--- config.mk ---
export PLATFORM = sky130hd
export DESIGN_NAME = lsec_front
export DESIGN_NICKNAME = d
export VERILOG_FILES = /design/src/lsec_pkg.sv /design/src/lsec_front.sv
export SDC_FILE = /design/constraint.sdc
export NUM_CORES = 1
export LEC_CHECK = 0
export BUFFER_PORTS_ARGS = -buffer_cell sky130_fd_sc_hd__buf_2
export CAP_MARGIN = 10
export CORE_ASPECT_RATIO = 1.2
export CORE_MARGIN = 2
export CORE_UTILIZATION = 49
export CTS_BUF_LIST = sky130_fd_sc_hd__clkbuf_8
export DETAILED_ROUTE_END_ITERATION = 12
export GPL_TIMING_DRIVEN = 0
export HOLD_SLACK_MARGIN = 0.05
export PLACE_DENSITY = 0.84
export SETUP_SLACK_MARGIN = 0.02
export SYNTH_ARGS = -nofsm -noshare
export SYNTH_HDL_FRONTEND = slang
export SYNTH_SLANG_ARGS = --single-unit
export TNS_END_PERCENT = 100
--- constraint.sdc ---
create_clock -name clk -period 6.9 [get_ports clk]
set_input_delay 0.69 -clock clk [delete_from_list [all_inputs] [get_ports clk]]
set_output_delay 0.69 -clock clk [all_outputs]
set_load 0.005 [all_outputs]
--- src/lsec_pkg.sv ---
// lsec_pkg: shared types, register indexes and constants for the lattice site energy core
// no dependencies; imported by every module of the block
`timescale 1ns / 1ps
`default_nettype none
package lsec_pkg;

	localparam int SITES_DEF      = 4096;
	localparam int VALUE_BITS_DEF = 16;

	localparam int IDX_W   = 12;
	localparam int VAL_W   = 16;
	localparam int RES_W   = 52;
	localparam int SIZE_W  = 7;
	localparam int COORD_W = 6;
	localparam int GEO_W   = 25;
	localparam int CFG_IDX_W  = 3;
	localparam int CFG_DATA_W = 16;

	localparam logic OP_WRITE = 1'b0;
	localparam logic OP_EVAL  = 1'b1;

	localparam logic [CFG_IDX_W-1:0] CFG_SIZE_X   = 3'd0;
	localparam logic [CFG_IDX_W-1:0] CFG_SIZE_Y   = 3'd1;
	localparam logic [CFG_IDX_W-1:0] CFG_SIZE_Z   = 3'd2;
	localparam logic [CFG_IDX_W-1:0] CFG_SIZE_T   = 3'd3;
	localparam logic [CFG_IDX_W-1:0] CFG_COUPLING = 3'd4;
	localparam logic [CFG_IDX_W-1:0] CFG_FIELD    = 3'd5;

	localparam logic [SIZE_W-1:0] SIZE_MIN = 7'd1;
	localparam logic [SIZE_W-1:0] SIZE_MAX = 7'd64;

	typedef struct packed {
		logic                    opcode;
		logic [IDX_W-1:0]        site_index;
		logic signed [VAL_W-1:0] value;
	} cmd_t;

	typedef struct packed {
		logic signed [RES_W-1:0] delta_new;
		logic signed [RES_W-1:0] delta_old;
		logic                    status;
	} res_t;

	typedef struct packed {
		logic [SIZE_W-1:0]       sx;
		logic [SIZE_W-1:0]       sy;
		logic [SIZE_W-1:0]       sz;
		logic [SIZE_W-1:0]       st;
		logic [GEO_W-1:0]        sxy;
		logic [GEO_W-1:0]        sxyz;
		logic [GEO_W-1:0]        vol;
		logic signed [VAL_W-1:0] coupling;
		logic signed [VAL_W-1:0] field;
	} geom_t;

	typedef struct packed {
		logic                    opcode;
		logic                    bad;
		logic [IDX_W-1:0]        idx;
		logic signed [VAL_W-1:0] value;
		logic [COORD_W-1:0]      x;
		logic [COORD_W-1:0]      y;
		logic [COORD_W-1:0]      z;
		logic [COORD_W-1:0]      t;
	} entry_t;

	function automatic logic [SIZE_W-1:0] clamp_size(input logic [SIZE_W-1:0] v);
		logic [SIZE_W-1:0] r;
		if (v == '0) r = SIZE_MIN;
		else if (v > SIZE_MAX) r = SIZE_MAX;
		else r = v;
		return r;
	endfunction

endpackage
`default_nettype wire

--- src/lsec_front.sv ---
// lsec_front: accepts commands and splits the site index into x, y, z, t
// by a shared bit-serial divider; uses lsec_pkg
`timescale 1ns / 1ps
`default_nettype none
module lsec_front #(
	parameter int SITES = lsec_pkg::SITES_DEF
) (
	input  wire logic            clk,
	input  wire logic            arst_n,
	input  wire logic            start,
	output logic                 busy,
	input  wire lsec_pkg::cmd_t  cmd,
	input  wire lsec_pkg::geom_t geom,
	output logic                 push,
	output lsec_pkg::entry_t     push_data,
	input  wire logic            full
);
	import lsec_pkg::*;

	typedef enum logic [2:0] {
		F_IDLE = 3'b001,
		F_DIV  = 3'b010,
		F_PUSH = 3'b100
	} fstate_t;

	localparam logic [1:0] PH_X = 2'd0;
	localparam logic [1:0] PH_Y = 2'd1;
	localparam logic [1:0] PH_Z = 2'd2;
	localparam logic [3:0] LAST_BIT = 4'(IDX_W - 1);

	fstate_t state_q;
	logic [1:0] ph_q;
	logic [3:0] bit_q;
	logic [IDX_W-1:0] num_q;
	logic [SIZE_W-1:0] rem_q;
	logic op_q;
	logic [IDX_W-1:0] idx_q;
	logic signed [VAL_W-1:0] val_q;
	logic [COORD_W-1:0] x_q, y_q, z_q, t_q;

	logic [SIZE_W-1:0] dsel;
	logic [SIZE_W:0] trial;
	logic ge;
	logic [SIZE_W-1:0] rem_nx;
	logic [IDX_W-1:0] num_nx;
	logic bad;

	always_comb begin
		case (ph_q)
			PH_X: dsel = geom.sx;
			PH_Y: dsel = geom.sy;
			default: dsel = geom.sz;
		endcase
		trial  = {rem_q, num_q[IDX_W-1]};
		ge     = trial >= {1'b0, dsel};
		rem_nx = ge ? SIZE_W'(trial - {1'b0, dsel}) : trial[SIZE_W-1:0];
		num_nx = {num_q[IDX_W-2:0], ge};
		bad    = (GEO_W'(idx_q) >= geom.vol) || (GEO_W'(idx_q) >= GEO_W'(SITES));
	end

	assign busy = (state_q != F_IDLE);
	assign push = (state_q == F_PUSH) && !full;
	assign push_data = '{opcode: op_q, bad: bad, idx: idx_q, value: val_q,
		x: x_q, y: y_q, z: z_q, t: t_q};

	always_ff @(posedge clk or negedge arst_n) begin
		if (!arst_n) begin
			state_q <= F_IDLE;
			ph_q <= PH_X;
			bit_q <= '0;
		end else begin
			case (state_q)
				F_IDLE: begin
					if (start) begin
						state_q <= F_DIV;
						ph_q <= PH_X;
						bit_q <= '0;
					end
				end
				F_DIV: begin
					bit_q <= bit_q + 4'd1;
					if (bit_q == LAST_BIT) begin
						bit_q <= '0;
						case (ph_q)
							PH_X: ph_q <= PH_Y;
							PH_Y: ph_q <= PH_Z;
							default: state_q <= F_PUSH;
						endcase
					end
				end
				F_PUSH: begin
					if (!full) state_q <= F_IDLE;
				end
				default: state_q <= F_IDLE;
			endcase
		end
	end

	// divider datapath: quotient shifts into num_q, next phase divides it again
	always_ff @(posedge clk) begin
		if (state_q == F_IDLE && start) begin
			op_q <= cmd.opcode;
			idx_q <= cmd.site_index;
			val_q <= cmd.value;
			num_q <= cmd.site_index;
			rem_q <= '0;
		end else if (state_q == F_DIV) begin
			num_q <= num_nx;
			rem_q <= rem_nx;
			if (bit_q == LAST_BIT) begin
				rem_q <= '0;
				case (ph_q)
					PH_X: x_q <= rem_nx[COORD_W-1:0];
					PH_Y: y_q <= rem_nx[COORD_W-1:0];
					default: begin
						z_q <= rem_nx[COORD_W-1:0];
						t_q <= num_nx[COORD_W-1:0];
					end
				endcase
			end
		end
	end

endmodule
`default_nettype wire

==> results.yml <==
sta:
  worstMarginPinSlew_ns: 0.686
  rsz0062_at_grt: "no"
  min_period_ns: 3.24
  post-route-period-util: 0.469
  relSlewSlack: 0.542
  finalHoldViolations: 0
  post-route-worst-setup-slack_ns: 3.66
  slew_viol_final: 0
  setup_violations: 0
  fin_tns_setup_ns: 0
  fmax_mhz: 309
  fin_skew_ns: 0.00909
synthesis:
  synth_ff_type: "edfxtp_1"
  yosys_warnings: 0
  ys_types: 64
  ys_ff_latch: 81
  synth_area_um2: 3870
  synth_area_per_cell_um2: 13.0
  syn_inst: 297
  async_flop_share: 0.111
  ys_seq_area_frac: 0.599
  synth_fp_nets: 486
  synth_enable_flop_cells: 65
clock_network:
  cts.hold.buffers_added: 0
  cts_buffers: 9
  cts_setup_buffers: 0
  cts_sinks: 81
  cts_tree: "done"
  cts_resized: 0
  htreeDepth: 3
  clock_path_buffers: 2
  insertion_delay_ns: 0.34
  path_clk_slew_ns: 0.08
  root_buffer: "clkbuf_8"
setup_path:
  required_ns: 6.99
  critPathMaxFanout: 10
  rr_endpoint: "y_q[0]$_DFFE_PP_"
  crit_path_end_kind: "flop"
  start_kind: "flop"
  worst-r2r-setup-slack_ns: 3.66
  worstSetupPathType: "flop to flop"
  max_stage_delay_ns: 0.39
  timing.rr.start: "ph_q[1]$_DFFE_PN0P_"
  cpMaxStageDelayCell: "fa_1"
  path_cells: "clkbuf_1, buf_1, o21ai_0, ha_1, fa_1, nand2b_2, a21oi_4, o221a_4, o21ai_1, and2_2"
  reg2reg_depth: 10
  critical_path_arrival_ns: 3.32
global_routing:
  grt_remaining_overflow: 0
  grt_pass1_wl_um: 13900
  grt_pass1_vias: 2922
  grt.total_usage: 0.208
  grt_antenna_before_repair: 0
  grt_max_degree: 39
pwr:
  p_switching_uw: 546
  pwr-share-comb: 0.335
  power.total_uw: 1720
  pwr-share-seq: 0.431
  p_per_area_nw_per_um2: 350
  p_clk_frac: 0.234
  p_int_uw: 1170
  ir_worst_vdd_mv: 0.210
  leakagePower_uw: 0.00213
  swShare: 0.318
floorplan:
  rows: 35
  ioPinCount: 224
  fp.dieW_um: 85.1
  initial_utilization: 0.505
  dieArea_um2: 8630
  coreArea_um2: 7660
  die_h_um: 101
detailed_routing:
  wl_per_cell_um: 16.2
  drc: 0
  drt-vias-per-instance: 5.41
  num_vias: 2924
  ant_nets: 0
  firstDrtPassIters: 4
  drt_iter0_drc: 154
  drt_wl_total_um: 8770
place:
  portBuffers: 134
  hpwl_um: 6970
  routabilityCongestion: 0.848
  dpl_worst_slack_ns: 3.69
flow_run:
  maxCapViolCount: 0
cells_and_area:
  layout_common_cells: "buf_2 (139), edfxtp_1 (65), nor2_1 (23)"
  nNetsFinal: 632
  layout-drive-gt1-share: 0.438
  insertedDiodeCount: 0
  layout_commonest_cell: "buf_2"
  syn_to_final_growth_pct: 26.9
min_path:
  min_path_type: "input port to asynchronous set/reset pin"
outcome:
  status: "completed"
[through the flow]
stage / cells / area [um^2] / hold WS [ns] / utilization
6_report: 540 / 4910 / 0.185 / 0.640
5_1_grt: 540 / 4910 / 0.170 / 0.640
4_1_cts: 540 / 4910 / 0.169 / 0.640
3_5_place_dp: 524 / 4670 / 0.439 / 0.609
3_3_place_gp: 523 / 4650 / 0.432 / 0.607
2_1_floorplan: 297 / 3870 / 0.394 / -
[cell type report]
type / instances / area (um^2)
tap: 92 / 115
sequential: 81 / 2320
buffer: 12 / 73.8
clock buffer: 9 / 124
timing repair buffer: 135 / 678
inverter: 19 / 71.3
multi-input combinational: 185 / 1410
fill: 559 / 2760
clock inverter: 7 / 116
[Yosys cell counts (all sizes together) (3+ instances only)]
cell,n,share of area
a21o,3,0.0058
a21oi,14,0.023
and2,5,0.0087
buf,10,0.017
dfrtp,8,0.052
dfxtp,7,0.036
edfxtp,65,0.50
ha,20,0.065
inv,19,0.018
mux2,12,0.035
mux2i,9,0.023
nand2,20,0.021
nand2b,5,0.0087
nand3,3,0.0039
nand4,4,0.0065
nor2,25,0.026
nor2b,4,0.0071
nor3,4,0.0091
nor4,3,0.0049
o21ai,17,0.022
o31ai,4,0.0091
[sequential cells by signal, summed over array words and instances (netlist names), 3 cells and up]
register	cells
val_q	16
idx_q	12
num_q	12
rem_q	7
t_q	6
x_q	6
y_q	6
z_q	6
bit_q	4
state_q	3
[kinds of logic after synthesis]
logic type                 after synthesis  synth area share
and+or+nand+nor                         83             0.116
muxes                                   21            0.0582
buffers and inverters                   31            0.0375
adders and majority gates               21            0.0699
xor gates and xnor gates                 2           0.00453
DFF                                     81             0.599
AOI/OAI and AO/OA                       58             0.114
[power by group through the flow]
stage	registers (uW)	clock network, uW	logic [uW]
final	741	402	576
after CTS	741	410	577
after global placement	743	0	543
after global routing	753	432	640
after floorplan	739	0	411
after detailed placement	752	0	573
[how the worst max path moves through the flow]
stage,slack (ns),endpoint,from,depth (start not counted)
2_1_floorplan,4.13,x_q[0]$_DFFE_PP_,ph_q[1]$_DFFE_PN0P_,10
3_3_place_gp,3.79,x_q[4]$_DFFE_PP_,ph_q[1]$_DFFE_PN0P_,10
3_5_place_dp,3.69,x_q[0]$_DFFE_PP_,ph_q[1]$_DFFE_PN0P_,10
4_1_cts,3.67,z_q[0]$_DFFE_PP_,ph_q[1]$_DFFE_PN0P_,10
5_1_grt,3.46,y_q[4]$_DFFE_PP_,ph_q[1]$_DFFE_PN0P_,10
6_report,3.66,y_q[0]$_DFFE_PP_,ph_q[1]$_DFFE_PN0P_,10
[critical path: cells and delay by family (launching register included)]
kind                     cells  cell delay, ns
AND/OR/NAND/NOR              2            0.46
buffers and inverters        2            0.69
adder cells (fa/ha/maj)      2            0.64
AO/OA/AOI/OAI                4            0.82
flip-flops                   1            0.36
[routing by layer]
layer / GRT usage / wire length, um / vias up
met2: 0.388 / 4790 / 125
met3: 0.0407 / 623 / 2
met4: 0.0659 / 45 / 0
li1: - / - / 1403
met5: 0 / 0 / -
met1: 0.239 / 3310 / 1394
No activity file was read; power rests on OpenSTA's default activity.
