$ cat src/lsec_pkg.sv
// lsec_pkg: shared types, register indexes and constants for the lattice site energy core
// no dependencies; imported by every module of the block
`timescale 1ns / 1ps
`default_nettype none
package lsec_pkg;

	localparam int SITES_DEF      = 4096;
	localparam int VALUE_BITS_DEF = 16;

	localparam int IDX_W   = 12;
	localparam int VAL_W   = 16;
	localparam int RES_W   = 52;
	localparam int SIZE_W  = 7;
	localparam int COORD_W = 6;
	localparam int GEO_W   = 25;
	localparam int CFG_IDX_W  = 3;
	localparam int CFG_DATA_W = 16;

	localparam logic OP_WRITE = 1'b0;
	localparam logic OP_EVAL  = 1'b1;

	localparam logic [CFG_IDX_W-1:0] CFG_SIZE_X   = 3'd0;
	localparam logic [CFG_IDX_W-1:0] CFG_SIZE_Y   = 3'd1;
	localparam logic [CFG_IDX_W-1:0] CFG_SIZE_Z   = 3'd2;
	localparam logic [CFG_IDX_W-1:0] CFG_SIZE_T   = 3'd3;
	localparam logic [CFG_IDX_W-1:0] CFG_COUPLING = 3'd4;
	localparam logic [CFG_IDX_W-1:0] CFG_FIELD    = 3'd5;

	localparam logic [SIZE_W-1:0] SIZE_MIN = 7'd1;
	localparam logic [SIZE_W-1:0] SIZE_MAX = 7'd64;

	typedef struct packed {
		logic                    opcode;
		logic [IDX_W-1:0]        site_index;
		logic signed [VAL_W-1:0] value;
	} cmd_t;

	typedef struct packed {
		logic signed [RES_W-1:0] delta_new;
		logic signed [RES_W-1:0] delta_old;
		logic                    status;
	} res_t;

	typedef struct packed {
		logic [SIZE_W-1:0]       sx;
		logic [SIZE_W-1:0]       sy;
		logic [SIZE_W-1:0]       sz;
		logic [SIZE_W-1:0]       st;
		logic [GEO_W-1:0]        sxy;
		logic [GEO_W-1:0]        sxyz;
		logic [GEO_W-1:0]        vol;
		logic signed [VAL_W-1:0] coupling;
		logic signed [VAL_W-1:0] field;
	} geom_t;

	typedef struct packed {
		logic                    opcode;
		logic                    bad;
		logic [IDX_W-1:0]        idx;
		logic signed [VAL_W-1:0] value;
		logic [COORD_W-1:0]      x;
		logic [COORD_W-1:0]      y;
		logic [COORD_W-1:0]      z;
		logic [COORD_W-1:0]      t;
	} entry_t;

	function automatic logic [SIZE_W-1:0] clamp_size(input logic [SIZE_W-1:0] v);
		logic [SIZE_W-1:0] r;
		if (v == '0) r = SIZE_MIN;
		else if (v > SIZE_MAX) r = SIZE_MAX;
		else r = v;
		return r;
	endfunction

endpackage
`default_nettype wire

$ cat src/lsec_fifo.sv
// lsec_fifo: two-entry queue of classified commands between front and back
// uses lsec_pkg for the entry type
`timescale 1ns / 1ps
`default_nettype none
module lsec_fifo (
	input  wire logic             clk,
	input  wire logic             arst_n,
	input  wire logic             push,
	input  wire lsec_pkg::entry_t push_data,
	output logic                  full,
	input  wire logic             pop,
	output lsec_pkg::entry_t      head,
	output logic                  empty
);
	import lsec_pkg::*;

	entry_t slot_q [2];
	logic wp_q, rp_q;
	logic [1:0] cnt_q;

	assign full  = (cnt_q == 2'd2);
	assign empty = (cnt_q == 2'd0);
	assign head  = slot_q[rp_q];

	always_ff @(posedge clk or negedge arst_n) begin
		if (!arst_n) begin
			wp_q <= 1'b0;
			rp_q <= 1'b0;
			cnt_q <= '0;
		end else begin
			if (push) wp_q <= ~wp_q;
			if (pop) rp_q <= ~rp_q;
			case ({push, pop})
				2'b10: cnt_q <= cnt_q + 2'd1;
				2'b01: cnt_q <= cnt_q - 2'd1;
				default: cnt_q <= cnt_q;
			endcase
		end
	end

	always_ff @(posedge clk) begin
		if (push) slot_q[wp_q] <= push_data;
	end

endmodule
`default_nettype wire

$ cat config.mk
export PLATFORM = sky130hd
export DESIGN_NAME = lsec_fifo
export DESIGN_NICKNAME = d
export VERILOG_FILES = /design/src/lsec_pkg.sv /design/src/lsec_fifo.sv
export SDC_FILE = /design/constraint.sdc
export NUM_CORES = 1
export LEC_CHECK = 0
export ABC_CLOCK_PERIOD_IN_PS = 3800
export BUFFER_PORTS_ARGS = -buffer_cell sky130_fd_sc_hd__buf_2
export CAP_MARGIN = 20
export CORE_ASPECT_RATIO = 2
export CORE_MARGIN = 2
export CORE_UTILIZATION = 52
export CTS_CLUSTER_SIZE = 16
export DETAILED_ROUTE_END_ITERATION = 12
export MAX_ROUTING_LAYER = met4
export PLACE_DENSITY_LB_ADDON = 0.1
export SYNTH_ARGS = -nofsm -noshare
export SYNTH_HDL_FRONTEND = slang
export SYNTH_SLANG_ARGS = --single-unit
$ cat constraint.sdc
create_clock -name clk -period 3.8 [get_ports clk]
set_input_delay 0 -clock clk [delete_from_list [all_inputs] [get_ports clk]]
set_output_delay 0 -clock clk [all_outputs]
set_load 0.01 [all_outputs]
==> flow_summary.json, run 1 <==
{
  "status": "finished, final reports clean",
  "syn_nets": 243,
  "numClockSinks": 112,
  "relSlewSlack": 0.3300,
  "ys_seq_area_frac": 0.7720,
  "leakagePower_nw": 2.385,
  "synth.most_common_cell": "edfxtp_1",
  "layout-drive-gt1-share": 0.5095,
  "worstSkewPairLatency_ps": 340,
  "final_cell_area_um2": 5852,
  "synth_common_cells": "edfxtp_1, mux2_4, buf_12, mux2_2, dfrtp_1",
  "core_area_um2": 8174,
  "drt-vias-per-instance": 4.877,
  "cts_tree": "yes",
  "fin_total_pwr_mw": 4.019,
  "die_w_um": 68.53,
  "path_clk_slew_ps": 70,
  "rsz0062_at_grt": "no",
  "hold_ws_ps": 376.0,
  "cts_max_level": 3,
  "synth_warnings": 0,
  "drt-total-wl_um": 7257,
  "finalSetupViolations": 0,
  "final_cells": 465,
  "synth-seq-cells": 112,
  "fin_crit_ps": 2003,
  "drt_iter0_drc": 102,
  "dpl_worst_slack_ps": 1798,
  "port_buffers": 113,
  "cp_cell_sequence": "mux2_2 > buf_2",
  "firstDrtPassIters": 4,
  "yosysTopAreaCell": "edfxtp_1",
  "via_count": 2268,
  "grt_pass1_vias": 2361,
  "slew_viol_final": 0,
  "io_pins": 114,
  "antenna_found_initial": 0,
  "hold_class": "in2reg",
  "cp_slowest_cell": "dfrtp_4",
  "skew_ps": 4.723,
  "tns_ps": 0,
  "finalHoldViolCount": 0,
  "ir_drop_mv": 0.7079,
  "wl_per_cell_um": 15.61,
  "path_class": "reg2out",
  "r2r_slack_ps": 1840,
  "netlist.area_leader.share": 0.7489,
  "cp_max_fo": 55,
  "clock_path_buffers": 2,
  "dpl_cell_area_um2": 4935,
  "initial_core_util": 0.5298,
  "worstMarginPinSlew_ps": 1005,
  "required_ps": 3800,
  "fmax_ghz": 0.4993,
  "power_density_nw_per_um2": 686.9,
  "critPathLaunchType": "flip-flop",
  "gp_congestion": 0.6971,
  "cpPeakStageDelay_ps": 1090,
  "max_cap_viol_count": 0,
  "area_delta_synth_final_pct": 35.13,
  "crit_family": "flip-flops",
  "cp-end-kind": "primary output",
  "setup_slack_ps": 1797,
  "ys_top_cells_by_area": "edfxtp_1, mux2_4, buf_12, dfrtp_1, mux2_2",
  "synth_cell_type_count": 13,
  "syn_area_um2": 4330,
  "worstPathArrival_ps": 2000,
  "die_y_um": 133.1,
  "critPathBufInv": 1,
  "groute.usage.overall": 0.1786,
  "avgSynthCellArea_um2": 23.53,
  "layout.nets": 421,
  "antenna_cells": 0,
  "synth_edf_count": 108,
  "cts_inserted_buffers": 9,
  "die-area_um2": 9118,
  "row_count": 47,
  "root_buffer": "clkbuf_16",
  "grt_pass1_wl_um": 11130,
  "synthCells": 184,
  "grt_start_max_net_pins": 56,
  "ant_nets": 0,
  "finalCritPeriodShare": 0.5271,
  "dp_cells": 391,
  "overflow": 0,
  "async_flop_share": 0.03571,
  "drc": 0,
  "fin_util": 0.7159,
  "post_cts_buffers": 0,
  "ys.flop_type": "edfxtp_1"
}
-- state kept, by name, indices dropped and copies added (netlist names) --
signal	cells
cnt_q	2
wp_q	1
slot_q	108
rp_q	1
-- path summary, 6_finish.rpt --
path	start	to	cells past startpoint
min	push_data[16]	slot_q[0][16]	2
min in group asynchronous	arst_n	cnt_q[0]	3
max	rp_q	head[49]	2
max in group asynchronous	arst_n	rp_q	3
max reg2reg	wp_q	slot_q[1][28]	2
min reg2reg	cnt_q[1]	cnt_q[1]	1
-- routing by layer --
layer,share of wire,GRT usage,up-vias
met2,0.56,0.2970,74
met1,0.36,0.1848,1106
met3,0.054,0.05187,15
met5,0,-,-
met4,0.029,0.08667,0
li1,-,-,1073
-- layout by cell type (no fill, tap or decap), types with 3 or more instances in the layout --
master | Yosys | final
mux2_2 | 5 | 5
dlygate4sd3_1 | 0 | 58
clkbuf_16 | 0 | 9
edfxtp_1 | 108 | 108
dfrtp_1 | 4 | 3
buf_2 | 0 | 113
xor2_1 | 3 | 3
mux2_4 | 49 | 49
bufinv_16 | 0 | 3
-- worst register-to-register path: stages, from the launching register on --
cell	delay [ps]
dfrtp_1	420
and2_2	850
buf_4	390
-- power by group --
group          total, mW  leakage (nW)  internal (mW)  switching, mW
clock network       1.03         0.162          0.641          0.391
registers           1.87          1.06           1.64          0.224
logic               1.12          1.16          0.666          0.454
-- kinds of logic (layout without fill, tap and decap cells) --
family | count (synthesis) | in the layout | share of synthesized area
XOR/XNOR | 5 | 5 | 0.01011
adder cells (fa/ha/maj) | 1 | 1 | 0.002889
buffers and inverters | 7 | 190 | 0.02658
flip-flops | 112 | 112 | 0.7720
multiplexers | 54 | 54 | 0.1829
AND/OR/NAND/NOR | 5 | 5 | 0.005491
-- repair_timing --
item | CTS | global route
hold endpoints to repair | 115 | 0
gates resized for setup | 0 | 0
hold buffers | 58 | 0
-- area by class of cell --
class,count,area (µm²)
repair buffers,173,1161
clock inverters,6,107.6
multi-input cells,65,880.8
clock buffers,10,229.0
inverters,1,3.754
well taps,98,122.6
fillers,538,2322
flip-flops and latches,112,3347
No activity file was read; power rests on OpenSTA's default activity.
==> run 2, diff against run 1 <==
--- a/config.mk
+++ b/config.mk
@@ -5,7 +5,7 @@
 export SDC_FILE = /design/constraint.sdc
 export NUM_CORES = 1
 export LEC_CHECK = 0
-export ABC_CLOCK_PERIOD_IN_PS = 3800
+export ABC_CLOCK_PERIOD_IN_PS = 2050
 export BUFFER_PORTS_ARGS = -buffer_cell sky130_fd_sc_hd__buf_2
 export CAP_MARGIN = 20
 export CORE_ASPECT_RATIO = 2
==> constraint.sdc (replaced) <==
create_clock -name clk -period 2.05 [get_ports clk]
set_input_delay 0 -clock clk [delete_from_list [all_inputs] [get_ports clk]]
set_output_delay 0 -clock clk [all_outputs]
set_load 0.01 [all_outputs]
==> flow_summary.json, run 2 (same netlist as run 1, synthesis figures left out) <==
{
  "antenna_found_initial": 0,
  "die_w_um": 68.53,
  "area_delta_synth_final_pct": 34.99,
  "max_flop_register": "slot_q",
  "crit_family": "flip-flops",
  "overflow": 0,
  "cp_cell_sequence": "buf_12 > mux2_2 > buf_2",
  "finalHoldViolCount": 0,
  "drt_iter0_drc": 93,
  "power_density_nw_per_um2": 1222,
  "critPathLaunchType": "flip-flop",
  "drt-vias-per-instance": 4.754,
  "grt_start_max_net_pins": 55,
  "final_cell_area_um2": 5846,
  "cts_max_level": 3,
  "drt-total-wl_um": 7214,
  "fin_crit_ps": 1576,
  "cp_max_fo": 33,
  "worstMarginPinSlew_ps": 307.2,
  "skew_ps": 2.964,
  "largest_reg_flops": 108,
  "cp-startpoint": "rp_q",
  "gp_congestion": 0.6854,
  "io_pins": 114,
  "drc": 0,
  "die-area_um2": 9118,
  "required_ps": 2050,
  "crit_cells": 3,
  "port_buffers": 113,
  "finalCritPeriodShare": 0.7687,
  "firstDrtPassIters": 4,
  "critPathBufInv": 2,
  "status": "finished, final reports clean",
  "ctsResizeCount": 0,
  "grt_pass1_wl_um": 10890,
  "row_count": 47,
  "hpwl_um": 4425,
  "layout-drive-gt1-share": 0.5068,
  "root_buffer": "clkbuf_16",
  "ir_drop_mv": 0.8537,
  "tns_ps": 0,
  "post_cts_buffers": 0,
  "via_count": 2220,
  "path_clk_slew_ps": 60,
  "leakagePower_nw": 2.372,
  "hold_ws_ps": 380.2,
  "cts_inserted_buffers": 9,
  "finalSetupViolations": 0,
  "slew_viol_final": 0,
  "worst-r2r-cell-count": 2,
  "rr_startpoint": "wp_q",
  "final_common_cell": "buf_2",
  "dpl_cell_area_um2": 5000,
  "antenna_cells": 0,
  "wl_per_cell_um": 15.45,
  "cp_slowest_cell": "dfrtp_4",
  "fmax_ghz": 0.6346,
  "cp-end-kind": "primary output",
  "top_regs": "slot_q (108), cnt_q (2)",
  "groute.usage.overall": 0.1766,
  "relSlewSlack": 0.7952,
  "die_y_um": 133.1,
  "worstPathArrival_ps": 1580,
  "numClockSinks": 112,
  "min_from": "push_data[50]",
  "initial_core_util": 0.5298,
  "hold_class": "in2reg",
  "cts_tree": "yes",
  "core_area_um2": 8174,
  "grt_pass1_vias": 2279,
  "layout.nets": 423,
  "rsz0062_at_grt": "no",
  "mostFrequentLayoutCells": "buf_2, edfxtp_1, dlygate4sd3_1, mux2_4, clkbuf_16",
  "clock_path_buffers": 2,
  "path_class": "reg2out",
  "ant_nets": 0,
  "cpPeakStageDelay_ps": 450,
  "hold_depth": 2,
  "worstSkewPairLatency_ps": 340,
  "max_cap_viol_count": 0
}
-- run 2: cell count changes in the layout (fill, tap and decap cells not counted) --
cell        previous run  this run
clkinv_1               0         2
clkinvlp_4             1         2
clkinv_4               0         1
bufinv_16              3         0
clkinv_2               2         1
buf_4                  2         0
buf_12                 0         4
-- run 2: through the flow --
step,util,instances,total power [mW],worst slack (ps)
6_report,0.7151,467,7.144,474.1
5_1_grt,0.7151,467,7.509,405.0
4_1_cts,0.7151,467,7.245,454.9
3_5_place_dp,0.6117,393,5.632,791.0
3_3_place_gp,0.6117,393,5.613,828.0
2_1_floorplan,-,184,4.983,403.8
-- run 2: power by group --
group	leakage, nW	total, mW	switching [mW]	internal [mW]
Combinational	1.19	2.43	1.12	1.31
Sequential	1.06	3.19	0.147	3.05
Clock	0.124	1.52	0.709	0.814
Total	2.37	7.14	1.97	5.17
-- run 2: final timing paths --
kind / to / slack, ps
min in group asynchronous: rp_q / 540
setup reg to reg: slot_q[1][19] / 800
hold / removal: slot_q[0][50] / 380
max in group asynchronous: rp_q / 1310
hold reg to reg: cnt_q[1] / 480
setup / recovery: head[52] / 470
-- run 2: layout make-up --
| class | count | area (µm²) |
|---|---|---|
| clock inverters | 6 | 36.28 |
| multi-input cells | 65 | 880.8 |
| inverters | 1 | 3.754 |
| flip-flops and latches | 112 | 3347 |
| well taps | 98 | 122.6 |
| fillers | 533 | 2328 |
| repair buffers | 175 | 1226 |
| clock buffers | 10 | 229.0 |
-- run 2: what timing repair did --
action                                 4_1_cts  5_1_grt
setup endpoints to repair                    0        0
endpoints found under the hold margin      114        0
hold buffers                                58        0
-- run 2: routing by layer --
layer | up-vias | track usage | share of wire
li1 | 1079 | - | -
met1 | 1051 | 0.1878 | 0.36
met2 | 79 | 0.2879 | 0.56
met3 | 11 | 0.06293 | 0.066
met4 | 0 | 0.07333 | 0.019
met5 | - | - | 0
==> run 3, diff against run 2 <==
--- a/config.mk
+++ b/config.mk
@@ -5,7 +5,7 @@
 export SDC_FILE = /design/constraint.sdc
 export NUM_CORES = 1
 export LEC_CHECK = 0
-export ABC_CLOCK_PERIOD_IN_PS = 2050
+export ABC_CLOCK_PERIOD_IN_PS = 1600
 export BUFFER_PORTS_ARGS = -buffer_cell sky130_fd_sc_hd__buf_2
 export CAP_MARGIN = 20
 export CORE_ASPECT_RATIO = 2
==> constraint.sdc (replaced) <==
create_clock -name clk -period 1.6 [get_ports clk]
set_input_delay 0 -clock clk [delete_from_list [all_inputs] [get_ports clk]]
set_output_delay 0 -clock clk [all_outputs]
set_load 0.01 [all_outputs]
==> flow_summary.json, run 3 (same netlist as run 1, synthesis figures left out) <==
{
  "power_density_nw_per_um2": 1640,
  "grt_pass1_vias": 2473,
  "ant_nets": 0,
  "groute.usage.overall": 0.1850,
  "worstSkewPairLatency_ps": 340,
  "die-area_um2": 9118,
  "worst-r2r-cell-count": 2,
  "wl_per_cell_um": 16.59,
  "mostFrequentLayoutCells": "buf_2, edfxtp_1, dlygate4sd3_1, mux2_4, clkbuf_16",
  "r2r_slack_ps": 420,
  "hold_class": "in2reg",
  "cp_max_fo": 29,
  "cp-end-kind": "primary output",
  "skew_ps": 9.046,
  "ir_drop_mv": 1.394,
  "path_class": "reg2out",
  "worstPathArrival_ps": 1560,
  "fmax_ghz": 0.6429,
  "crit_end": "head[0]",
  "drc": 0,
  "post_cts_buffers": 0,
  "hpwl_um": 4709,
  "via_count": 2279,
  "port_buffers": 113,
  "gp_congestion": 0.6696,
  "numClockSinks": 112,
  "required_ps": 1600,
  "r2r-end": "slot_q[0][7]",
  "antenna_found_initial": 0,
  "max_flop_register": "slot_q",
  "hold_ws_ps": 379.8,
  "final_common_cell": "buf_2",
  "layout.nets": 424,
  "row_count": 47,
  "initial_core_util": 0.5298,
  "top_regs": "slot_q (108), cnt_q (2)",
  "dp_cells": 394,
  "antenna_cells": 0,
  "largest_reg_flops": 108,
  "rsz0062_at_grt": "no",
  "clock_path_buffers": 2,
  "die_w_um": 68.53,
  "fin_crit_ps": 1556,
  "drt-total-wl_um": 7763,
  "die_y_um": 133.1,
  "finalSetupViolations": 0,
  "path_clk_slew_ps": 70,
  "slew_viol_final": 0,
  "root_buffer": "clkbuf_16",
  "grt_start_max_net_pins": 55,
  "drt-vias-per-instance": 4.870,
  "cp_cell_sequence": "buf_16 > mux2_2 > buf_2",
  "relSlewSlack": 0.7961,
  "finalCritPeriodShare": 0.9722,
  "tns_ps": 0,
  "grt_pass1_wl_um": 11550,
  "critPathLaunchType": "flip-flop",
  "cts_inserted_buffers": 9,
  "finalHoldViolCount": 0,
  "rr_startpoint": "wp_q",
  "cts_tree": "yes",
  "firstDrtPassIters": 4,
  "drt_iter0_drc": 79,
  "final_cells": 468,
  "cts_max_level": 3,
  "overflow": 0,
  "cp-startpoint": "rp_q",
  "cp_slowest_cell": "dfrtp_4",
  "status": "finished, final reports clean",
  "leakagePower_nw": 2.427,
  "cpPeakStageDelay_ps": 450,
  "layout-drive-gt1-share": 0.5135,
  "io_pins": 114,
  "fillers": 521,
  "worstMarginPinSlew_ps": 305.8,
  "fin_total_pwr_mw": 9.756,
  "core_area_um2": 8174,
  "max_cap_viol_count": 0,
  "area_delta_synth_final_pct": 37.36
}
[run 3: cell types whose count changed in the layout (fill, tap and decap cells not counted), sizes merged]
cell      delta
buf          +1
bufinv       +3
clkinv       -2
clkinvlp     -1
[run 3: worst max-delay path: cells and delay by family, from the launching register on]
family / cells / cell delay (ps)
buffers and inverters: 2 / 370
DFF: 1 / 450
muxes: 1 / 370
[run 3: how the worst min path moves through the flow]
stage,start,to,slack (ps),depth (start not counted)
final,push_data[13],slot_q[0][13],380,2
after global placement,arst_n,cnt_q[1],-190,1
after CTS,push_data[51],slot_q[1][51],370,2
after floorplan,arst_n,cnt_q[0],-300,0
after detailed placement,arst_n,cnt_q[1],-190,1
after global routing,push_data[48],slot_q[0][48],370,2
[run 3: cell type report]
class / count / area, µm² / area share
sequential: 112 / 3347 / 0.5627
timing repair buffer: 176 / 1254 / 0.2108
multi-input combinational: 65 / 884.6 / 0.1487
clock buffer: 10 / 229.0 / 0.03849
tap: 98 / 122.6 / 0.02061
clock inverter: 6 / 107.6 / 0.01809
inverter: 1 / 3.754 / 0.0006310
[run 3: report_power, final]
part | total (mW) | internal, mW | switching, mW
Clock | 2.45 | 1.52 | 0.923
Sequential | 4.09 | 3.90 | 0.192
Combinational | 3.22 | 1.73 | 1.49
Total | 9.76 | 7.15 | 2.60
[run 3: timing repair]
item | 4_1_cts | 5_1_grt
endpoints found under the hold margin | 114 | 0
resized for setup | 2 | 3
hold buffers | 58 | 0
setup endpoints to repair | 26 | 1
[run 3: layer usage]
layer | GRT usage | wire [µm] | up-vias
li1 | - | - | 1078
met1 | 0.1815 | 2724 | 1105
met2 | 0.3275 | 4515 | 83
met3 | 0.05102 | 420 | 13
met4 | 0.07000 | 103 | 0
met5 | - | 0 | -
[run 3: stage by stage]
stage	instance area, µm²	utilization	setup WS (ps)
after floorplan	4339	-	-22.67
after global placement	5007	0.6126	272.2
after detailed placement	5007	0.6126	246.3
after CTS	5932	0.7257	26.52
after global routing	5948	0.7277	8.486
final	5948	0.7277	44.44
